<file path="config.mk">
export PLATFORM = sky130hd
export DESIGN_NAME = text_brightness_command_decoder
export DESIGN_NICKNAME = d
export VERILOG_FILES = /design/src/hdl/tbcd_pkg.sv /design/src/hdl/text_brightness_command_decoder.sv
export SDC_FILE = /design/constraint.sdc
export NUM_CORES = 1
export LEC_CHECK = 0
export BUFFER_PORTS_ARGS = -buffer_cell sky130_fd_sc_hd__buf_2
export CORE_MARGIN = 2
export CORE_UTILIZATION = 45
export DETAILED_ROUTE_END_ITERATION = 16
export PLACE_DENSITY = 0.69
export SLEW_MARGIN = 20
export SYNTH_ARGS = -nofsm -noshare
export SYNTH_HDL_FRONTEND = slang
export SYNTH_SLANG_ARGS = --single-unit
</file>
<file path="constraint.sdc">
create_clock -name clock -period 8 [get_ports clock]
set_input_delay 1.6 -clock clock [delete_from_list [all_inputs] [get_ports clock]]
set_output_delay 1.6 -clock clock [all_outputs]
set_load 0.05 [all_outputs]
</file>
<file path="src/hdl/tbcd_pkg.sv">
// tbcd_pkg: shared constants and helpers for the brightness command decoder
// holds prefix byte tables, outcome, phase and number stage codes
// no dependencies
`timescale 1ns / 1ps
`default_nettype none

package tbcd_pkg;

   localparam int LEVEL_W   = 7;
   localparam int PHASE_W   = 2;
   localparam int OUTCOME_W = 3;
   localparam int COUNT_W   = 4;
   localparam int ACC_W     = 10;
   localparam int CSR_IDX_W = 2;

   localparam logic [COUNT_W-1:0] PREFIX_LEN = 4'd6;
   localparam logic [COUNT_W-1:0] TAIL_LAST  = 4'd8;
   localparam logic [COUNT_W-1:0] SET_MIN    = 4'd7;
   localparam logic [COUNT_W-1:0] SET_MAX    = 4'd9;
   localparam logic [COUNT_W-1:0] COUNT_MAX  = 4'd15;
   localparam logic [ACC_W-1:0]   ACC_MAX    = 10'd1023;
   localparam logic [ACC_W-1:0]   LEVEL_MAX  = 10'd100;

   localparam logic [LEVEL_W-1:0] FIRST_LEVEL_RST  = 7'd80;
   localparam logic [LEVEL_W-1:0] SECOND_LEVEL_RST = 7'd60;
   localparam logic [LEVEL_W-1:0] THIRD_LEVEL_RST  = 7'd40;

   // configuration register indexes
   localparam logic [CSR_IDX_W-1:0] CSR_FIRST_LEVEL  = 2'd0;
   localparam logic [CSR_IDX_W-1:0] CSR_SECOND_LEVEL = 2'd1;
   localparam logic [CSR_IDX_W-1:0] CSR_THIRD_LEVEL  = 2'd2;

   // result outcome codes
   localparam logic [OUTCOME_W-1:0] OUTCOME_NONE     = 3'd0;
   localparam logic [OUTCOME_W-1:0] OUTCOME_OFF      = 3'd1;
   localparam logic [OUTCOME_W-1:0] OUTCOME_SET      = 3'd2;
   localparam logic [OUTCOME_W-1:0] OUTCOME_REJECTED = 3'd3;
   localparam logic [OUTCOME_W-1:0] OUTCOME_ON       = 3'd4;

   // on-cycle phase codes
   localparam logic [PHASE_W-1:0] PHASE_NONE   = 2'd0;
   localparam logic [PHASE_W-1:0] PHASE_FIRST  = 2'd1;
   localparam logic [PHASE_W-1:0] PHASE_SECOND = 2'd2;
   localparam logic [PHASE_W-1:0] PHASE_THIRD  = 2'd3;

   // tail number parser stages
   localparam logic [1:0] NUM_SKIP   = 2'd0;
   localparam logic [1:0] NUM_DIGITS = 2'd1;
   localparam logic [1:0] NUM_DONE   = 2'd2;

   typedef logic [7:0] byte_type;

   // utf-8 "off" command text
   function automatic byte_type off_byte(input logic [2:0] idx);
      byte_type b;
      case (idx)
         3'd0: b = 8'hE5;
         3'd1: b = 8'h85;
         3'd2: b = 8'hB3;
         3'd3: b = 8'hE7;
         3'd4: b = 8'h81;
         3'd5: b = 8'hAF;
         default: b = 8'h00;
      endcase
      return b;
   endfunction

   // utf-8 "brightness" command text
   function automatic byte_type set_byte(input logic [2:0] idx);
      byte_type b;
      case (idx)
         3'd0: b = 8'hE4;
         3'd1: b = 8'hBA;
         3'd2: b = 8'hAE;
         3'd3: b = 8'hE5;
         3'd4: b = 8'hBA;
         3'd5: b = 8'hA6;
         default: b = 8'h00;
      endcase
      return b;
   endfunction

   // utf-8 "on" command text
   function automatic byte_type on_byte(input logic [2:0] idx);
      byte_type b;
      case (idx)
         3'd0: b = 8'hE5;
         3'd1: b = 8'hBC;
         3'd2: b = 8'h80;
         3'd3: b = 8'hE7;
         3'd4: b = 8'h81;
         3'd5: b = 8'hAF;
         default: b = 8'h00;
      endcase
      return b;
   endfunction

   function automatic logic is_space(input byte_type b);
      return (b == 8'h20) || ((b >= 8'h09) && (b <= 8'h0D));
   endfunction

   function automatic logic is_digit(input byte_type b);
      return (b >= 8'h30) && (b <= 8'h39);
   endfunction

endpackage

`default_nettype wire

</file>
<file path="src/hdl/text_brightness_command_decoder.sv">
// text_brightness_command_decoder: byte-wise decoder for utf-8 lamp commands
// one module with a registered result stage
// depends on tbcd_pkg
`timescale 1ns / 1ps
`default_nettype none

// channel   direction  handshake            payload
// req_      in         req_valid/req_ready  rx_byte, frame_end
// rsp_      out        rsp_valid/rsp_ready  target_level, cycle_phase, outcome
// csr_      in         csr_we               csr_index, csr_wdata (7 bit levels)
//
// one byte per cycle while req_ready is high; each byte updates the frame state in the cycle it is taken
// a frame_end byte loads the result register, visible the next cycle
// req_ready drops only while a result waits and rsp_ready is low
// synchronous reset restores default levels, clears target, phase and frame
// bytes without frame_end are taken even while a result waits

module text_brightness_command_decoder
   import tbcd_pkg::*;
(
   input  wire                   clock,
   input  wire                   reset,
   // byte input
   input  wire                   req_valid,
   output logic                  req_ready,
   input  wire  [7:0]            req_rx_byte,
   input  wire                   req_frame_end,
   // frame result
   output logic                  rsp_valid,
   input  wire                   rsp_ready,
   output logic [LEVEL_W-1:0]    rsp_target_level,
   output logic [PHASE_W-1:0]    rsp_cycle_phase,
   output logic [OUTCOME_W-1:0]  rsp_outcome,
   // level registers
   input  wire                   csr_we,
   input  wire  [CSR_IDX_W-1:0]  csr_index,
   input  wire  [LEVEL_W-1:0]    csr_wdata
);

   // configuration
   logic [LEVEL_W-1:0] first_level_ff, second_level_ff, third_level_ff;

   // lamp state
   logic [LEVEL_W-1:0] target_ff, target_in;
   logic [PHASE_W-1:0] phase_ff, phase_in;

   // per-frame decode state
   logic [COUNT_W-1:0] count_ff, count_in;
   logic [2:0]         alive_ff, alive_in;
   logic [1:0]         stage_ff, stage_in;
   logic               neg_ff, neg_in;
   logic [ACC_W-1:0]   acc_ff, acc_in;

   // result register
   logic                 rsp_valid_ff, rsp_valid_in;
   logic [LEVEL_W-1:0]   rsp_level_ff;
   logic [PHASE_W-1:0]   rsp_phase_ff;
   logic [OUTCOME_W-1:0] rsp_outcome_ff, outcome_in;

   logic       accept;
   logic       last_accept;
   logic       in_prefix, in_tail, run_digit;
   logic [2:0] idx;
   logic [13:0] acc_sum;

   // a frame_end byte needs the result slot; other bytes go straight in
   assign req_ready   = !rsp_valid_ff || rsp_ready || !req_frame_end;
   assign accept      = req_valid && req_ready;
   assign last_accept = accept && req_frame_end;

   assign idx       = count_ff[2:0];
   assign in_prefix = count_ff < PREFIX_LEN;
   assign in_tail   = !in_prefix && (count_ff <= TAIL_LAST);

   // acc * 10 + digit, digits are 0x30..0x39 so the low nibble is the value
   assign acc_sum = ({4'b0, acc_ff} * 14'd10) + {10'b0, req_rx_byte[3:0]};

   // per-byte frame update: prefix match, atoi-style tail parse, count
   always_comb begin
      alive_in  = alive_ff;
      stage_in  = stage_ff;
      neg_in    = neg_ff;
      acc_in    = acc_ff;
      run_digit = 1'b0;

      if (in_prefix) begin
         if (req_rx_byte != off_byte(idx)) alive_in[0] = 1'b0;
         if (req_rx_byte != set_byte(idx)) alive_in[1] = 1'b0;
         if (req_rx_byte != on_byte(idx))  alive_in[2] = 1'b0;
      end else if (in_tail) begin
         case (stage_ff)
            NUM_SKIP: begin
               if (is_space(req_rx_byte)) begin
                  stage_in = NUM_SKIP;
               end else if (req_rx_byte == 8'h2B || req_rx_byte == 8'h2D) begin
                  // one sign byte, then digits
                  neg_in   = (req_rx_byte == 8'h2D);
                  stage_in = NUM_DIGITS;
               end else begin
                  stage_in  = NUM_DIGITS;
                  run_digit = 1'b1;
               end
            end
            NUM_DIGITS: begin
               run_digit = 1'b1;
            end
            default: begin
               stage_in = stage_ff;
            end
         endcase

         if (run_digit) begin
            if (is_digit(req_rx_byte)) begin
               acc_in = (acc_sum > {4'b0, ACC_MAX}) ? ACC_MAX : acc_sum[ACC_W-1:0];
            end else begin
               // any other byte ends the number
               stage_in = NUM_DONE;
            end
         end
      end

      count_in = (count_ff < COUNT_MAX) ? count_ff + 4'd1 : count_ff;
   end

   // end-of-frame decision; off beats set beats on
   always_comb begin
      target_in  = target_ff;
      phase_in   = phase_ff;
      outcome_in = OUTCOME_NONE;

      if (count_in >= PREFIX_LEN && alive_in[0]) begin
         target_in  = '0;
         phase_in   = PHASE_NONE;
         outcome_in = OUTCOME_OFF;
      end else if (count_in >= SET_MIN && count_in <= SET_MAX && alive_in[1]) begin
         // minus zero is still zero and passes
         if (acc_in == '0 || (!neg_in && acc_in <= LEVEL_MAX)) begin
            target_in  = acc_in[LEVEL_W-1:0];
            phase_in   = PHASE_NONE;
            outcome_in = OUTCOME_SET;
         end else begin
            outcome_in = OUTCOME_REJECTED;
         end
      end else if (count_in >= PREFIX_LEN && alive_in[2]) begin
         case (phase_ff)
            PHASE_FIRST: begin
               target_in = second_level_ff;
               phase_in  = PHASE_SECOND;
            end
            PHASE_SECOND: begin
               target_in = third_level_ff;
               phase_in  = PHASE_THIRD;
            end
            default: begin
               target_in = first_level_ff;
               phase_in  = PHASE_FIRST;
            end
         endcase
         outcome_in = OUTCOME_ON;
      end
   end

   assign rsp_valid_in = last_accept || (rsp_valid_ff && !rsp_ready);

   // level registers
   always_ff @(posedge clock) begin
      if (reset) begin
         first_level_ff  <= FIRST_LEVEL_RST;
         second_level_ff <= SECOND_LEVEL_RST;
         third_level_ff  <= THIRD_LEVEL_RST;
      end else if (csr_we) begin
         case (csr_index)
            CSR_FIRST_LEVEL:  first_level_ff  <= csr_wdata;
            CSR_SECOND_LEVEL: second_level_ff <= csr_wdata;
            CSR_THIRD_LEVEL:  third_level_ff  <= csr_wdata;
            default: ;
         endcase
      end
   end

   // frame and lamp state
   always_ff @(posedge clock) begin
      if (reset) begin
         target_ff    <= '0;
         phase_ff     <= PHASE_NONE;
         count_ff     <= '0;
         alive_ff     <= 3'b111;
         stage_ff     <= NUM_SKIP;
         neg_ff       <= 1'b0;
         acc_ff       <= '0;
         rsp_valid_ff <= 1'b0;
      end else begin
         rsp_valid_ff <= rsp_valid_in;
         if (last_accept) begin
            // commit the lamp state and start a fresh frame
            target_ff <= target_in;
            phase_ff  <= phase_in;
            count_ff  <= '0;
            alive_ff  <= 3'b111;
            stage_ff  <= NUM_SKIP;
            neg_ff    <= 1'b0;
            acc_ff    <= '0;
         end else if (accept) begin
            count_ff <= count_in;
            alive_ff <= alive_in;
            stage_ff <= stage_in;
            neg_ff   <= neg_in;
            acc_ff   <= acc_in;
         end
      end
   end

   // result payload, no reset needed
   always_ff @(posedge clock) begin
      if (last_accept) begin
         rsp_level_ff   <= target_in;
         rsp_phase_ff   <= phase_in;
         rsp_outcome_ff <= outcome_in;
      end
   end

   assign rsp_valid        = rsp_valid_ff;
   assign rsp_target_level = rsp_level_ff;
   assign rsp_cycle_phase  = rsp_phase_ff;
   assign rsp_outcome      = rsp_outcome_ff;

endmodule

`default_nettype wire
</file>
### Word level (Yosys, flattened, before mapping)

Index checks and enable logic that the tools add are counted.
W data, S select, Z words.

* bits in registers: 63
* bits in latches: 0
* memory bits (writable): 0
* memory bits (read-only): 0
* output and inout port bits: 14
* memories: 0

* add/sub/neg operators: 2
* $mul: 1
* div/mod/pow operators: 0
* $lt $le $gt $ge: 12
* equality and inequality tests: 16
* shifts and indexed selects: 0
* muxes and demuxes: 43
* bitwise operators: 1
* reductions and logical operators: 32

Operators with widths (count)
* $pmux W8 S6: 2
* $mux W10: 5
* $pmux W8 S5: 1
* $mux W7: 4
* $eq A8 B6 Y1 const B: 3
* $mux W8: 3
* $ne A8 B8 Y1: 3
* $add A14 B4 Y14: 1
* $gt A14 B10 Y1 const B: 1
* $mux W1: 14
* $mux W2: 7
* $pmux W7 S2: 1
* $mul A10 B3 Y13 const B: 1
* $logic_and A1 B1 Y1: 11
* $le A10 B7 Y1 const B: 1
* $logic_not A10 Y1: 1
* $mux W3: 3
* $ge A4 B3 Y1 const B: 2
* $ge A8 B4 Y1 const B: 1
* $ge A8 B6 Y1 const B: 1
* $le A4 B4 Y1 const B: 2
* $le A8 B4 Y1 const B: 1
* $le A8 B6 Y1 const B: 1
* $eq A2 B1 Y1 const B: 3
* other kinds (18): 34

### Logic depth before layout (Yosys ltp)

Gate-level depths: netlist of the first run.

* word-level depth: 16
* gate-level depth with buffers: 16
* mapped depth without buffers: 14

### Least setup slack after synthesis of the first run

Ideal clock, no wire load.

* kind: input -> register
* start: input port req_rx_byte[2]
* end: register rsp_level_ff[5], in the netlist rsp_target_level[5], data pin
* arrival time: 4.290 ns
* slack: 3.449 ns
* stages: 13
* path buffers: 1
* cell sequence: buf_2 inv_1 fa_1 nor2b_1 o211ai_1 nor3_1 a21bo_2 nand4_1 nor4_1 nor3b_2 a21o_1 or2_1 a221o_1

* word-level cells in the longest chain between the ends: 16
* elaborated cells between the ends (all ways): 47
* those cells by class: add/sub (1); order compare (6); eq/ne (6); mux (23); reduce/logical (11)

Ends and longest elaborated chain
* start: declaration: RTL line text_brightness_command_decoder.sv:26 `input wire [7:0] req_rx_byte,`
* branches (longest 15 deep; another with $add A14 B4 Y14)
* $mux W7 *: RTL line text_brightness_command_decoder.sv:131 `if (count_in >= PREFIX_LEN && alive_in[0]) begin`
* net target_in[5]: RTL line text_brightness_command_decoder.sv:44 `logic [LEVEL_W-1:0] target_ff, target_in;`
* end signal: assignment: RTL line text_brightness_command_decoder.sv:216 `rsp_level_ff <= target_in;`
* end: declaration: RTL line text_brightness_command_decoder.sv:56 `logic [LEVEL_W-1:0] rsp_level_ff;`

Mark *: on every way through the listed nets, which the timed path passes. The select of a mux whose other input is x is not followed.
A chain may end at the register's enable or synchronous reset.

### Worst setup path after layout of the first run

* start: input port req_rx_byte[1]
* end: register rsp_level_ff[5], in the netlist rsp_target_level[5], data pin

Same word-level chain as after synthesis.

==> reports/qor.yml, run 1 <==
cells_and_area:
  n_antenna_cell: 0
  layout-drive-gt1-share_pct: 13.5
  fin_cells: 745
  utilization_pct: 50.4
  final_nets: 656
  area_growth_pct: 9.00
worst_setup_path:
  critPathMaxStageDelay_ns: 0.50
  cp_top_family: "simple AND/OR/NAND/NOR gates"
  cp-start-kind: "input pin"
  cp-end-kind: "flop"
  cpMaxStageDelayCell: "nor4_1"
  path_cells: "buf_2 -> ha_1 -> inv_1 -> fa_1 -> nor2b_1 -> o211ai_1 -> nor3_1 -> nand2b_1 -> nand4_1 -> nor4_1 -> nor3b_2 -> a21o_1 -> or2_1 -> a221o_1"
  crit_buf_inv: 2
  required_ns: 8.09
  critPathMaxFanout: 16
  arrival_ns: 5.02
  critPathKind: "in -> reg"
placement:
  dp_slack_ns: 2.78
  place_inst: 729
  dp_hpwl_mm: 9.14
  globalplace.congestion: 0.914
  portBuffers: 36
power_and_ir_drop:
  sequentialPowerShare_pct: 47.4
  clockPowerShare_pct: 38.4
  ir_drop_mv: 0.0897
  switchingPower_w: 0.000197
  combPwrFrac_pct: 14.2
  powerDensity_nw_per_um2: 140
  switching_share_pct: 27.1
  p_int_w: 0.000530
  power.leakage_nw: 2.01
  p_total_w: 0.000726
floorplanning:
  die_h_um: 107
  io_pins: 37
  core_area_sq_um: 10300
  die_area_sq_um: 11400
  fp-row-count: 37
  dieWidth_um: 107
  start_util_pct: 46.2
global_route:
  grt_start_max_net_pins: 26
  groute.usage.overall_pct: 22.1
  grt.overflow.total: 0
  antenna_found_initial: 0
  grt_pass1_vias: 4279
  grt_pass1_wl_mm: 20.5
sta:
  rsz0062_at_grt: "no"
  finClkSkew_ns: 0.00780
  hold_viol: 0
  finalCritPeriodShare_pct: 61.7
  setup_violations: 0
  max_slew_margin_pct: 50.6
  fin_ws_ns: 3.07
  drv_slew: 0
  tightestPinTransition_ns: 0.738
  max_freq_ghz: 0.203
  min_period_ns: 4.93
  setup_tns_ns: 0
logic_synthesis:
  yosys_warnings: 0
  yosysSeqAreaShare_pct: 29.0
  syn_area_per_cell_sq_um: 8.11
  synth_edf_count: 12
  synth_cell_type_count: 78
  syn_inst: 588
  syn_nets: 640
  synth_area_sq_um: 4770
  ys_ff_latch: 63
  async_reset_ff_share_pct: 0
  synth_top_flop_cell: "dfxtp_1"
drt:
  drc: 0
  drt_iter0_drc: 259
  postRouteWirelength_mm: 12.0
  via_count: 4363
  viasPerCell: 5.86
  dr.pass1.iters: 5
  wl_per_cell_um: 16.1
  ant_nets: 0
clock_network:
  cts_buffers: 9
  cts.sinks: 63
  cts_tree: "built"
  clk_path_buf_depth: 2
  cts_setup_buffers: 0
  path_clk_slew_ns: 0.07
  cts.htree.levels: 3
  root_buffer: "clkbuf_8"
  holdBufCountCts: 0
  clkLatencyLatePin_ns: 0.34
  cts_resized: 0
status:
  status: "complete, no violations"
min_path:
  hold_class: "reg -> reg"
run:
  maxCapViolCount: 0
==> final cells by class <==
cell class / instances / area, sq um
Fill cell: 1007 / 5120
Multi-Input combinational cell: 473 / 3170
Sequential cell: 63 / 1380
Timing Repair Buffer: 38 / 195
Clock buffer: 13 / 190
Tap cell: 136 / 170
Inverter: 19 / 71.3
Clock inverter: 3 / 20.0
==> Yosys cell counts (9+ instances only) <==
cell / count / area, sq um
a211oi_1: 10 / 75.1
a21oi_1: 41 / 205
a31oi_1: 13 / 81.3
and2_1: 11 / 68.8
buf_2: 12 / 60.1
clkbuf_1: 19 / 71.3
dfxtp_1: 51 / 1020
edfxtp_1: 12 / 360
ha_1: 27 / 338
inv_1: 17 / 63.8
mux2i_1: 17 / 170
nand2_1: 71 / 267
nand2b_1: 10 / 62.6
nand3_1: 10 / 50.1
nor2_1: 56 / 210
nor3_1: 13 / 65.1
nor4_1: 11 / 68.8
o21ai_0: 34 / 170
or3_1: 10 / 62.6
xnor2_1: 11 / 96.3
xor2_1: 9 / 78.8
==> final timing paths <==
kind / end / depth (start not counted) / slack, ns / startpoint
setup reg to reg: rsp_target_level[5]$_DFFE_PP_ / 12 / 3.34 / count_ff[2]$_SDFFE_PP0P_
hold reg to reg: second_level_ff[6]$_SDFFE_PP0P_ / 2 / 0.46 / second_level_ff[6]$_SDFFE_PP0P_
hold / removal: second_level_ff[6]$_SDFFE_PP0P_ / 2 / 0.46 / second_level_ff[6]$_SDFFE_PP0P_
setup / recovery: rsp_target_level[5]$_DFFE_PP_ / 14 / 3.07 / req_rx_byte[1]
==> metrics by stage <==
step	hold WS (ns)	cell area, sq um
finish	0.464	5200
global route	0.497	5200
CTS	0.468	5200
detailed placement	0.455	4990
global placement	0.442	4990
floorplan	0.431	4770
==> power by group through the flow <==
stage,logic (W),clock network (W),registers (W)
after CTS,0.000103,0.000285,0.000344
after global placement,0.0000996,0,0.000351
after floorplan,0.0000699,0,0.000357
after global routing,0.000115,0.000301,0.000346
final,0.000103,0.000279,0.000345
after detailed placement,0.000102,0,0.000352
==> state kept, by name, summed over array words and instances (netlist names) <==
name / cells
rsp_valid: 1
second_level_ff: 7
alive_ff: 3
rsp_outcome: 3
neg_ff: 1
stage_ff: 2
phase_ff: 2
count_ff: 4
rsp_cycle_phase: 2
first_level_ff: 7
rsp_target_level: 7
target_ff: 7
third_level_ff: 7
acc_ff: 10
==> worst min-delay path: stages, from the launching register on <==
cell and delay [ns]:
dfxtp_1 0.31, nand2_1 0.05, a21oi_1 0.05
==> per-layer routing <==
layer  vias to the layer above  GRT usage, %  part of all wire (%)
li1                       2183             -                     -
met1                      2061          29.3                    46
met2                        97          37.1                    49
met3                        22          3.83                   3.8
met4                         0          6.03                   1.6
met5                         -             0                     0
==> cells by family after synthesis <==
family / share of synthesized area, %
simple gates: 24.6
compound gates: 25.6
flops: 29.0
buf+inv: 4.56
fa+ha+maj: 7.92
xor+xnor: 3.67
mux: 4.75
==> placed cells by master, fill, tap and decap left out, types with 11 or more instances in the layout <==
cell	instances
nand2_1	71
nor2_1	56
dfxtp_1	51
a21oi_1	41
buf_2	36
o21ai_0	34
ha_1	27
inv_1	17
mux2i_1	17
nor3_1	13
a31oi_1	13
clkbuf_8	12
edfxtp_1	12
xnor2_1	11
and2_1	11
nor4_1	11
Power figures use the tool's default switching activity.
==> run 2, diff against run 1 <==
--- a/config.mk
+++ b/config.mk
@@ -9,7 +9,7 @@
 export CORE_MARGIN = 2
 export CORE_UTILIZATION = 45
 export DETAILED_ROUTE_END_ITERATION = 16
-export PLACE_DENSITY = 0.69
+export PLACE_DENSITY = 0.71
 export SLEW_MARGIN = 20
 export SYNTH_ARGS = -nofsm -noshare
 export SYNTH_HDL_FRONTEND = slang
==> constraint.sdc (replaced) <==
create_clock -name clock -period 4.3 [get_ports clock]
set_input_delay 0.86 -clock clock [delete_from_list [all_inputs] [get_ports clock]]
set_output_delay 0.86 -clock clock [all_outputs]
set_load 0.05 [all_outputs]
==> reports/qor.yml, run 2 (same netlist as run 1, synthesis figures left out) <==
sta:
  drv_slew: 0
  hold_viol: 0
  tightestPinTransition_ns: 0.661
  finalCritPeriodShare_pct: 95.1
  max_freq_ghz: 0.245
  min_period_ns: 4.09
  finClkSkew_ns: 0.00884
  setup_tns_ns: 0
  rsz0062_at_grt: "no"
  setup_violations: 0
  max_slew_margin_pct: 56.0
worst_setup_path:
  critPathMaxStageDelay_ns: 0.42
  cp_top_family: "adder cells"
  critPathMaxFanout: 8
  critPathKind: "reg -> reg"
  required_ns: 4.39
  cpMaxStageDelayCell: "fa_2"
  crit_top_cell: "buf_4"
  arrival_ns: 4.18
  cp-end-kind: "flop"
  crit_buf_inv: 4
  cp-start-kind: "flop"
  path_cells: "ha_1 -> ha_1 -> inv_1 -> fa_2 -> nand2b_4 -> a21oi_2 -> xor2_1 -> buf_4 -> buf_4 -> xnor2_1 -> nand4_1 -> nor4_2 -> buf_4 -> nor3b_2 -> a21o_1 -> or2_1 -> a221o_1"
placement:
  globalplace.congestion: 0.956
  dp_hpwl_mm: 9.18
  portBuffers: 36
floorplanning:
  dieWidth_um: 107
  die_area_sq_um: 11400
  io_pins: 37
  core_area_sq_um: 10300
  die_h_um: 107
  start_util_pct: 46.2
  fp-row-count: 37
clock_network:
  clkLatencyLatePin_ns: 0.34
  cts.htree.levels: 3
  path_clk_slew_ns: 0.07
  clk_path_buf_depth: 2
  root_buffer: "clkbuf_8"
  cts_buffers: 9
  cts.sinks: 63
  holdBufCountCts: 0
  cts_tree: "built"
global_route:
  grt_pass1_vias: 4268
  antenna_found_initial: 0
  groute.usage.overall_pct: 21.7
  grt_start_max_net_pins: 26
  grt.overflow.total: 0
  grt_pass1_wl_mm: 20.0
power_and_ir_drop:
  clockPowerShare_pct: 35.2
  power.leakage_nw: 2.13
  powerDensity_nw_per_um2: 240
  combPwrFrac_pct: 15.7
  switching_share_pct: 27.9
  ir_drop_mv: 0.123
  p_int_w: 0.000936
  sequentialPowerShare_pct: 49.1
  switchingPower_w: 0.000362
drt:
  drt_iter0_drc: 270
  ant_nets: 0
  postRouteWirelength_mm: 12.3
  wl_per_cell_um: 16.1
  dr.pass1.iters: 4
  via_count: 4567
  drc: 0
  viasPerCell: 5.97
cells_and_area:
  top_register: "acc_ff"
  area_growth_pct: 13.4
  final_nets: 676
  utilization_pct: 52.4
  largest_reg_flops: 10
  n_antenna_cell: 0
  fillers: 960
  multi_input_area_sq_um: 3260
  final_cell_mix: "71 x nand2_1, 56 x nor2_1, 49 x dfxtp_1"
  seq_area_sq_um: 1380
  final_common_cell: "nand2_1"
  layout-drive-gt1-share_pct: 18.6
min_path:
  hold_class: "reg -> reg"
status:
  status: "complete, no violations"
run:
  maxCapViolCount: 0
## run 2: layout make-up
| type | count | share of cell area [%] |
|---|---|---|
| clock buffers | 13 | 2.94 |
| clock inverters | 3 | 0.324 |
| inverters | 19 | 1.32 |
| multi-input cells | 473 | 60.2 |
| flip-flops and latches | 63 | 25.6 |
| well taps | 136 | 3.15 |
| repair buffers | 58 | 6.45 |
## run 2: final timing paths
kind	from	depth (start not counted)	endpoint	slack, ns
max	acc_ff[3]$_SDFFE_PP0P_	17	rsp_target_level[5]$_DFFE_PP_	0.21
min	second_level_ff[1]$_SDFFE_PP0P_	2	second_level_ff[1]$_SDFFE_PP0P_	0.46
max reg2reg	acc_ff[3]$_SDFFE_PP0P_	17	rsp_target_level[5]$_DFFE_PP_	0.21
min reg2reg	second_level_ff[1]$_SDFFE_PP0P_	2	second_level_ff[1]$_SDFFE_PP0P_	0.46
## run 2: power by group through the flow
stage	logic [W]	clock network [W]	registers, W
6_report	0.000204	0.000457	0.000637
5_1_grt	0.000224	0.000491	0.000638
4_1_cts	0.000201	0.000469	0.000636
3_5_place_dp	0.000200	0	0.000649
3_3_place_gp	0.000195	0	0.000648
2_1_floorplan	0.000130	0	0.000665
## run 2: what timing repair did
item,in CTS,in global routing
setup endpoints to repair,0,19
gates resized for setup,0,19
buffers inserted,0,4
## run 2: tightest hold or removal path: cells and delay by family, from the launching register on
| family | cells | cell delay [ns] |
|---|---|---|
| flops | 1 | 0.31 |
| simple gates | 1 | 0.05 |
| compound gates | 1 | 0.05 |
## run 2: per-stage QoR
step           std cells  area, sq um  setup WS, ns  hold slack [ns]  power, W
3_5_place_dp         745         5110        0.0370            0.449  0.000849
2_1_floorplan        588         4770         0.324            0.431  0.000795
4_1_cts              761         5290      0.000298            0.459   0.00131
5_1_grt              765         5410        0.0213            0.487   0.00135
6_report             765         5410         0.211            0.458   0.00130
3_3_place_gp         745         5110         0.154            0.442  0.000843
## run 2: per-layer routing
metal  vias up  part of all wire (%)  GRT usage [%]
li1       2220                     -              -
met1      2168                    44           28.1
met2       152                    49           36.4
met3        27                   5.3           3.83
met4         0                   2.3           7.88
met5         -                     0              0
